File: src/rtl/core/assert_macros.svh
// Assertion macros shared by the joystick octant selector RTL.
`ifndef ASSERT_MACROS_SVH
`define ASSERT_MACROS_SVH

// General clocked assertion, off while reset is held.
`define JOS_ASSERT(label, prop, msg) \
    label: assert property (@(posedge i_clk) disable iff (!i_rst_n) (prop)) \
        else $error(msg);

// Implication form: antecedent holds, consequent holds in the same cycle.
`define JOS_ASSERT_IMPL(label, ante, cons, msg) \
    label: assert property (@(posedge i_clk) disable iff (!i_rst_n) \
        (ante) |-> (cons)) else $error(msg);

`endif

File: src/rtl/core/jos_pkg.sv
// Shared constants and types for the joystick octant selector.
package jos_pkg;

    localparam int SAMPLE_BITS = 12;
    localparam int RADIUS_BITS = 12;
    localparam int SECTOR_BITS = 4;

    // Mid-scale sample value; both axes are centred on it.
    localparam logic [SAMPLE_BITS-1:0] CENTRE = {1'b1, {(SAMPLE_BITS-1){1'b0}}};

    // Squared magnitude of a centred sample pair.
    localparam int MAG2_BITS   = 2*SAMPLE_BITS;
    // Squared (radius + 1).
    localparam int LIM_BITS    = RADIUS_BITS + 1;
    localparam int LIM_SQ_BITS = 2*LIM_BITS;
    localparam int CMP_BITS    = (MAG2_BITS > LIM_SQ_BITS) ? MAG2_BITS : LIM_SQ_BITS;

    localparam int RADIUS_RST_VAL = 512;
    localparam logic [LIM_SQ_BITS-1:0] LIM_SQ_RST =
        LIM_SQ_BITS'((RADIUS_RST_VAL + 1) * (RADIUS_RST_VAL + 1));

    // Direction codes, clockwise from up.
    typedef enum logic [SECTOR_BITS-1:0] {
        SECTOR_UP         = 4'd1,
        SECTOR_UP_RIGHT   = 4'd2,
        SECTOR_RIGHT      = 4'd3,
        SECTOR_DOWN_RIGHT = 4'd4,
        SECTOR_DOWN       = 4'd5,
        SECTOR_DOWN_LEFT  = 4'd6,
        SECTOR_LEFT       = 4'd7,
        SECTOR_UP_LEFT    = 4'd8
    } t_sector;

    // Classification of one sample pair.
    typedef struct packed {
        logic    outside;
        t_sector sector;
    } t_class;

endpackage

File: src/rtl/core/jos_classify.sv
// Dead-zone test and octant decode for one centred sample pair.
module jos_classify import jos_pkg::*; (
    input  logic [SAMPLE_BITS-1:0] i_x_sample,
    input  logic [SAMPLE_BITS-1:0] i_y_sample,
    input  logic [LIM_SQ_BITS-1:0] i_lim_sq,
    output t_class                 o_class
);

    logic                      x_pos;
    logic                      y_pos;
    logic [SAMPLE_BITS-1:0]    ax;
    logic [SAMPLE_BITS-1:0]    ay;
    logic [SAMPLE_BITS-1:0]    adiff;
    logic [SAMPLE_BITS:0]      asum;
    logic [2*SAMPLE_BITS-1:0]  x_sq;
    logic [2*SAMPLE_BITS-1:0]  y_sq;
    logic [MAG2_BITS-1:0]      mag2;
    logic [2*SAMPLE_BITS-1:0]  diff_sq;
    logic [2*SAMPLE_BITS+1:0]  sum_sq;
    logic                      near_h;
    logic                      near_v;

    // y axis is inverted: a low raw sample means up
    assign x_pos = (i_x_sample > CENTRE);
    assign y_pos = (i_y_sample < CENTRE);
    assign ax    = x_pos ? (i_x_sample - CENTRE) : (CENTRE - i_x_sample);
    assign ay    = y_pos ? (CENTRE - i_y_sample) : (i_y_sample - CENTRE);

    assign adiff = (ay >= ax) ? (ay - ax) : (ax - ay);
    assign asum  = {1'b0, ay} + {1'b0, ax};

    assign x_sq    = (2*SAMPLE_BITS)'(ax) * (2*SAMPLE_BITS)'(ax);
    assign y_sq    = (2*SAMPLE_BITS)'(ay) * (2*SAMPLE_BITS)'(ay);
    assign mag2    = MAG2_BITS'(x_sq) + MAG2_BITS'(y_sq);
    assign diff_sq = (2*SAMPLE_BITS)'(adiff) * (2*SAMPLE_BITS)'(adiff);
    assign sum_sq  = (2*SAMPLE_BITS+2)'(asum) * (2*SAMPLE_BITS+2)'(asum);

    // within 22.5 deg of the x axis / of the y axis
    assign near_h = (sum_sq < {1'b0, x_sq, 1'b0});
    assign near_v = ({1'b0, diff_sq} > {x_sq, 1'b0});

    always_comb begin
        o_class.outside = (CMP_BITS'(mag2) >= CMP_BITS'(i_lim_sq));
        if (near_h) begin
            o_class.sector = x_pos ? SECTOR_RIGHT : SECTOR_LEFT;
        end else if (near_v) begin
            o_class.sector = y_pos ? SECTOR_UP : SECTOR_DOWN;
        end else if (x_pos) begin
            o_class.sector = y_pos ? SECTOR_UP_RIGHT : SECTOR_DOWN_RIGHT;
        end else begin
            o_class.sector = y_pos ? SECTOR_UP_LEFT : SECTOR_DOWN_LEFT;
        end
    end

endmodule

File: src/rtl/core/joystick_octant_select.sv
// Top level of the joystick eight-way direction selector with dead zone.
//
//  channel  | direction | handshake                 | payload
//  ---------+-----------+---------------------------+---------------------------
//  in       | sink      | i_in_valid / o_in_stall   | i_x_sample, i_y_sample
//  out      | source    | o_out_valid / i_out_stall | o_sector
//  cfg      | sink      | i_cfg_valid / o_cfg_ready | i_cfg_data (dead-zone radius)
//
//  One sample pair per cycle sustained while no stalled result holds one back; each
//  pair passes the input register and then the result register on its way to a result.
//  The squares and compares sit in one stage between those two registers.
//  Synchronous active-low reset clears the valids, the selecting flag, the held
//  sector (to right) and the radius (to 512); config is always ready.
//  A stalled result only holds back a pair that would emit a result; others pass.
`include "assert_macros.svh"

module joystick_octant_select import jos_pkg::*; (
    input  logic                   i_clk,
    input  logic                   i_rst_n,

    input  logic                   i_in_valid,
    output logic                   o_in_stall,
    input  logic [SAMPLE_BITS-1:0] i_x_sample,
    input  logic [SAMPLE_BITS-1:0] i_y_sample,

    output logic                   o_out_valid,
    input  logic                   i_out_stall,
    output logic [SECTOR_BITS-1:0] o_sector,

    input  logic                   i_cfg_valid,
    output logic                   o_cfg_ready,
    input  logic [RADIUS_BITS-1:0] i_cfg_data
);

    // input stage
    logic                   r_s1_valid, n_s1_valid;
    logic [SAMPLE_BITS-1:0] r_s1_x;
    logic [SAMPLE_BITS-1:0] r_s1_y;

    // (radius + 1)^2, squared once when the register is written
    logic [LIM_SQ_BITS-1:0] r_lim_sq, n_lim_sq;
    logic [LIM_BITS-1:0]    cfg_lim;

    // selection state
    logic                   r_selecting, n_selecting;
    t_sector                r_held, n_held;

    // result register
    logic                   r_out_valid, n_out_valid;
    t_sector                r_out_sector, n_out_sector;

    t_class                 cls;
    logic                   emit;
    logic                   out_free;
    logic                   s1_fire;
    logic                   in_xfer;

    jos_classify u_classify (
        .i_x_sample (r_s1_x),
        .i_y_sample (r_s1_y),
        .i_lim_sq   (r_lim_sq),
        .o_class    (cls)
    );

    // A pair emits when it falls back inside after a selection.
    assign emit     = r_s1_valid && !cls.outside && r_selecting;
    assign out_free = !r_out_valid || !i_out_stall;
    assign s1_fire  = r_s1_valid && (out_free || !emit);

    assign o_in_stall  = r_s1_valid && !s1_fire;
    assign in_xfer     = i_in_valid && !o_in_stall;
    assign o_cfg_ready = 1'b1;

    assign o_out_valid = r_out_valid;
    assign o_sector    = r_out_sector;

    assign cfg_lim = {1'b0, i_cfg_data} + LIM_BITS'(1);

    always_comb begin
        n_s1_valid   = in_xfer || (r_s1_valid && !s1_fire);
        n_lim_sq     = r_lim_sq;
        n_selecting  = r_selecting;
        n_held       = r_held;
        n_out_valid  = r_out_valid;
        n_out_sector = r_out_sector;

        if (i_cfg_valid && o_cfg_ready) begin
            n_lim_sq = LIM_SQ_BITS'(cfg_lim) * LIM_SQ_BITS'(cfg_lim);
        end

        if (!i_out_stall) begin
            n_out_valid = 1'b0;
        end

        if (s1_fire) begin
            if (cls.outside) begin
                n_selecting = 1'b1;
                n_held      = cls.sector;
            end else if (r_selecting) begin
                n_selecting  = 1'b0;
                n_out_valid  = 1'b1;
                n_out_sector = r_held;
            end
        end
    end

    always_ff @(posedge i_clk) begin
        if (!i_rst_n) begin
            r_s1_valid  <= 1'b0;
            r_lim_sq    <= LIM_SQ_RST;
            r_selecting <= 1'b0;
            r_held      <= SECTOR_RIGHT;
            r_out_valid <= 1'b0;
        end else begin
            r_s1_valid  <= n_s1_valid;
            r_lim_sq    <= n_lim_sq;
            r_selecting <= n_selecting;
            r_held      <= n_held;
            r_out_valid <= n_out_valid;
        end
    end

    // payload, no reset
    always_ff @(posedge i_clk) begin
        if (in_xfer) begin
            r_s1_x <= i_x_sample;
            r_s1_y <= i_y_sample;
        end
        r_out_sector <= n_out_sector;
    end

    // A new result always comes from a selection that just ended.
    `JOS_ASSERT(a_emit_clears_sel, $rose(r_out_valid) |-> ($past(r_selecting) && !r_selecting),
        "result without a finished selection")

    `JOS_ASSERT_IMPL(a_stall_cause, o_in_stall, !out_free && emit, "stall without blocked result")

    `JOS_ASSERT_IMPL(a_sector_range, r_out_valid,
        (r_out_sector >= SECTOR_UP) && (r_out_sector <= SECTOR_UP_LEFT),
        "result sector out of range")

    `JOS_ASSERT(a_outside_sets_sel, (s1_fire && cls.outside) |=> r_selecting,
        "outside pair did not set selecting")

endmodule
File: config.mk
export PLATFORM = sky130hd
export DESIGN_NAME = joystick_octant_select
export DESIGN_NICKNAME = d
export VERILOG_FILES = /design/src/rtl/core/jos_pkg.sv /design/src/rtl/core/jos_classify.sv /design/src/rtl/core/joystick_octant_select.sv
export VERILOG_INCLUDE_DIRS = /design/src /design/src/rtl/core
export SDC_FILE = /design/constraint.sdc
export NUM_CORES = 1
export LEC_CHECK = 0
export BUFFER_PORTS_ARGS = -buffer_cell sky130_fd_sc_hd__buf_2
export CAP_MARGIN = 20
export CORE_AREA = 3 3 214 216
export CTS_BUF_LIST = sky130_fd_sc_hd__clkbuf_4 sky130_fd_sc_hd__clkbuf_8
export DETAILED_ROUTE_END_ITERATION = 8
export DIE_AREA = 0 0 217 219
export PLACE_DENSITY = 0.91
export SYNTH_ARGS = -nofsm -noshare
export SYNTH_HDL_FRONTEND = slang
export SYNTH_HIERARCHICAL = 1
export SYNTH_SLANG_ARGS = --single-unit
File: constraint.sdc
create_clock -name i_clk -period 13.15 [get_ports i_clk]
set_input_delay 1.315 -clock i_clk [delete_from_list [all_inputs] [get_ports i_clk]]
set_output_delay 1.315 -clock i_clk [all_outputs]
set_load 0.005 [all_outputs]
# After elaboration in Yosys (flattened, before gate mapping)
# Cells that the tools add are included.
# op_classes
n_addsub	9
n_mul	5
order_cmp	6
n_mux	15
bitwise_logic	1
reduce_logical	16
# ops
operator	n
$mul A12 B12 Y24	3
$mul A13 B13 Y26	2
$mux W12	3
$ge A24 B26 Y1	1
$lt A26 B25 Y1	1
$gt A24 B25 Y1	1
$add A24 B24 Y24	1
$sub A12 B12 Y12	2
$sub A12 B12 Y12 const A	2
$sub A12 B12 Y12 const B	2
$mux W4	4
$add A12 B1 Y13 const B	1
$add A12 B12 Y13	1
$ge A12 B12 Y1	1
$gt A12 B12 Y1 const B	1
$lt A12 B12 Y1 const B	1
$mux W3	3
$logic_not A1 Y1	6
$logic_and A1 B1 Y1	5
$mux W1	5
$logic_or A1 B1 Y1	3
$reduce_and A3 Y1	1
$reduce_and A2 Y1	1
$not A1 Y1	1
# totals
register_bits	61
inputBits	41
output_inout_bits	7
wordCells	60

# Depth between registers and ports, before layout
# depth
ltp_word	16
ltp_mapped	54
mapped_depth_nobuf	52

# By module
# The synthesis kept the hierarchy.
# by_module_without_submodules
mod	instances	cells_each	area_each_um2	seq_area_each_um2
jos_classify	1	2409	19961.6	0.0
joystick_octant_select	1	715	6882.9	1481.4

# Least setup slack after synthesis
# OpenSTA, ideal clock, no wires.
# synth_path
path_kind	reg2reg
startpoint	reg r_s1_x[0]
endpoint	reg r_s1_x[0], enable pin
setup_ns	0.408
arrival_time_ns	12.677
t_required_ns	12.742
setup_slack_ns	0.065
stages_incl_launch_ff	46
n_path_buf	2
period_less_slack_ns	13.085
cell_sequence	edfxtp_1 > clkbuf_1 > clkinv_1 > ha_1 > nand2_1 > or2_2 > clkbuf_1 > o21a_1 > a21oi_1 > xor2_1 > nand2_1 > fa_1 > inv_1 > fa_1 > inv_1 > fa_1 > inv_1 > fa_1 > (+10 left out) > fa_1 > fa_1 > inv_1 > ha_1 > and3_1 > a21oi_1 > o31ai_1 > o22a_1 > a2111oi_0 > o21bai_1 > a21oi_1 > xnor2_1 > ha_1 > or3b_2 > a21oi_1 > nand3b_1 > nor2_1 > nor2b_1
# synth_lines
item	line	text
start: declaration	joystick_octant_select.sv:37	logic [SAMPLE_BITS-1:0] r_s1_x;
start signal: assignment	joystick_octant_select.sv:126	r_s1_x <= i_x_sample;

==> summary.txt <==
Worst setup path
  • Slowest library cell on the worst path: sky130_fd_sc_hd__fa_1
  • Critical Setup Path Class: reg -> out
  • Family of cells with the greatest summed delay on the critical path: adder cells
  • Cell mode on critical path: sky130_fd_sc_hd__fa_1
  • Arrival time at the worst endpoint: 12320 ps
  • Capturing point of the worst reg2reg path: r_s1_y[6]
  • Critical register-to-register path startpoint: r_s1_x[1]
  • Largest fanout on the critical path: 8
  • Cell count of the worst reg-to-reg path: 51
  • Critical path buffer and inverter count: 11
  • Worst setup SP type: register
  • Largest stage delay on the critical path: 690 ps
  • Setup slack of the most critical reg-to-reg path: 410 ps
  • Data required time of the critical path: 11840 ps
  • Worst Setup End Kind: output pin

Logic synthesis
  • Distinct cell type count of the synthesized netlist: 95
  • Share of the yosys chip area belonging to registers: 0.0552
  • Biggest area contributors in the synthesized netlist: sky130_fd_sc_hd__fa_1, sky130_fd_sc_hd__ha_1, sky130_fd_sc_hd__inv_1
  • Warnings from Yosys: 6
  • Share of Yosys cell area claimed by the top area cell type: 0.342
  • Fraction of synthesis flops using an asynchronous set or reset pin: 0
  • Largest family of logic cells by synthesized area: adder cells
  • Syn Inst Count: 3124
  • Synth Cell Area: 26800 sq um
  • Number of flops mapped to enable cells by yosys: 28
  • Multiplexer area fraction after synthesis: 0.0124
  • Adder-Cell Fraction of Synth Area: 0.528
  • Simple-gate share of the synthesized area: 0.122
  • Flip-flop cell with the highest count after synthesis: sky130_fd_sc_hd__dfxtp_1
  • Synth Area in Compound Gates: 0.101
  • Register bit count reported by yosys: 60
  • Post-synthesis share of cell area spent on xor and xnor gates: 0.0559
  • Average footprint of a synthesized cell: 8.59 sq um
  • Yosys top cell by area: sky130_fd_sc_hd__fa_1

Floorplan
  • Die Y-Extent: 219 microns
  • Area enclosed by the die boundary: 47500 sq um
  • Horizontal die dimension: 217 microns
  • Top Ports: 48
  • Starting Density: 0.608
  • Core ar.: 44100 sq um
  • Number of rows in the core area: 77

Run status
  • Failing checks: setup timing
  • Status: complete, but fails checks

CTS
  • Buffers from clock root to sink, at most: 2
  • Worst-path clk slew: 80 ps
  • Count of hold buffers inserted by post-cts repair: 0
  • Depth of the CTS H-tree: 3
  • CTS root buf: sky130_fd_sc_hd__clkbuf_8
  • Later-pin clock latency in the skew report: 370 ps
  • Clock buffer count from CTS: 9
  • Clock sink count: 60
  • TritonCTS clock tree: done

Timing
  • Final setup slack of the worst path: -485 ps
  • Setup violations, final: 1
  • Fraction of the cycle the final worst path needs: 1.04
  • Pins Over Slew Limit: 0
  • Clock period minus worst slack: 13630 ps
  • Hold violation count in the final report: 0
  • Clk_skew: 21.8 ps
  • Maximum clock frequency: 0.0733 GHz
  • Remaining max-slew budget at the tightest pin: 0.193
  • Worst slew pin tran: 1210 ps

Drt
  • Remaining DRCs: 0
  • Wirelength, routed: 76900 microns
  • Iteration-0 DRC Markers: 2560
  • Vias per std cell: 6.10
  • Number of vias in the routed layout: 23400
  • Routed wire per std cell: 20.0 microns
  • Post-route antenna net violation count: 0
  • Pre-Repair DR Iteration Count: 8

Placed design
  • Post-DP HPWL: 56000 microns
  • Final Wtd Congestion: 1.01
  • Placed cell areas: 28000 sq um
  • Port-buffer cells: 46

Layout
  • Growth of design area from synthesis to finish: 8.12%
  • Share of cells above drive strength 1: 0.0999
  • Leading cell types in the layout, fill and taps excluded: sky130_fd_sc_hd__inv_1, sky130_fd_sc_hd__fa_1, sky130_fd_sc_hd__ha_1, sky130_fd_sc_hd__nor2_1, sky130_fd_sc_hd__nand2_1
  • Total non-filler cell area in the finished layout: 29000 sq um
  • Net count, final: 4136
  • Number of fill cells: 3159
  • Most common cell after layout, fill and taps aside: sky130_fd_sc_hd__inv_1

GRT
  • Initial antenna violation count: 2
  • GRT Resource Usage Total: 0.290
  • Pin count of the biggest net entering global routing: 29
  • First-pass GRT wire length: 113000 microns
  • Total overflow reported by the global router: 0
  • Vias in the first global route: 23800

Run
  • Max-Cap Viols: 0

Worst hold path
  • Hold Path Sink: o_sector[3]
  • Startpoint of the worst hold path: r_held[3]
  • Depth of the worst hold-timing path: 0
  • Hold Path Class: reg -> reg
==> per-stage QoR <==
step	setup TNS, ps	worst slack, ps	hold WS (ps)	cells	utilization
after global placement	0	86.7	416	3778	0.635
after global routing	-695	-695	447	3835	0.658
after CTS	0	6.65	441	3808	0.644
final	-485	-485	456	3836	0.658
after detailed placement	-452	-452	426	3778	0.635
after floorplan	0	65.0	408	3138	-
==> metal layers <==
metal | up-vias | GRT usage | wire, microns
met5 | - | 0 | 13
met4 | 2 | 0.132 | 6380
met3 | 681 | 0.0539 | 8890
met2 | 1677 | 0.505 | 35800
met1 | 11100 | 0.352 | 25800
li1 | 9922 | - | -
==> registers in the layout, indices dropped and copies added, names as in the netlist <==
signal,flops
o_out_valid,1
o_sector,4
r_s1_valid,1
r_held,4
r_s1_y,12
r_selecting,1
r_lim_sq,25
r_s1_x,12
==> cell usage after synthesis (31+ instances only) <==
master                     instances
sky130_fd_sc_hd__dfxtp_1          32
sky130_fd_sc_hd__nand3_1          31
sky130_fd_sc_hd__xnor2_1         105
sky130_fd_sc_hd__a21oi_1         117
sky130_fd_sc_hd__a21o_1           53
sky130_fd_sc_hd__o21ai_0          57
sky130_fd_sc_hd__nor3_1           31
sky130_fd_sc_hd__nor2_1          307
sky130_fd_sc_hd__clkbuf_1         34
sky130_fd_sc_hd__ha_1            400
sky130_fd_sc_hd__nor2b_1          41
sky130_fd_sc_hd__xor2_1           59
sky130_fd_sc_hd__nand2_1         200
sky130_fd_sc_hd__inv_1           790
sky130_fd_sc_hd__fa_1            458
==> timing repair <==
action,4_1_cts,5_1_grt
setup endpoints to repair,1,1
gates resized for setup,21,93
endpoints found under the hold margin,0,0
pin swaps,7,60
setup buffers,14,26
cloned,0,0
==> how the worst max path moves through the flow <==
| stage | startpoint | to | cells past startpoint |
|---|---|---|---|
| 3_5_place_dp | r_s1_x[6] | o_in_stall | 46 |
| 4_1_cts | r_s1_x[6] | o_in_stall | 48 |
| 3_3_place_gp | r_s1_x[6] | o_in_stall | 46 |
| 6_report | r_s1_x[1] | o_in_stall | 49 |
| 5_1_grt | r_s1_x[1] | o_in_stall | 49 |
| 2_1_floorplan | r_s1_x[0] | r_s1_x[0] | 45 |
==> final cells by class <==
class                           instances  area [sq um]  area share
Multi-Input combinational cell       2206         22600       0.778
Inverter                              821          3090       0.107
Sequential cell                        60          1480      0.0510
Timing Repair Buffer                  139           932      0.0321
Tap cell                              592           741      0.0255
Clock buffer                           11           145     0.00500
Clock inverter                          5          52.6     0.00181
Antenna cell                            2          5.00    0.000172
==> cell families (layout without fill, tap and decap cells) <==
kind of cell,count (synthesis),count (layout)
AO/OA/AOI/OAI,399,399
XOR/XNOR,168,168
adder cells (fa/ha/maj),858,858
buffers and inverters,872,976
flip-flops,60,60
multiplexers,32,32
other,4,20
AND/OR/NAND/NOR,731,731
Power is left out: the tool's default activity adds up to more than one toggle a clock period on the data nets, which glitch-free logic cannot reach.
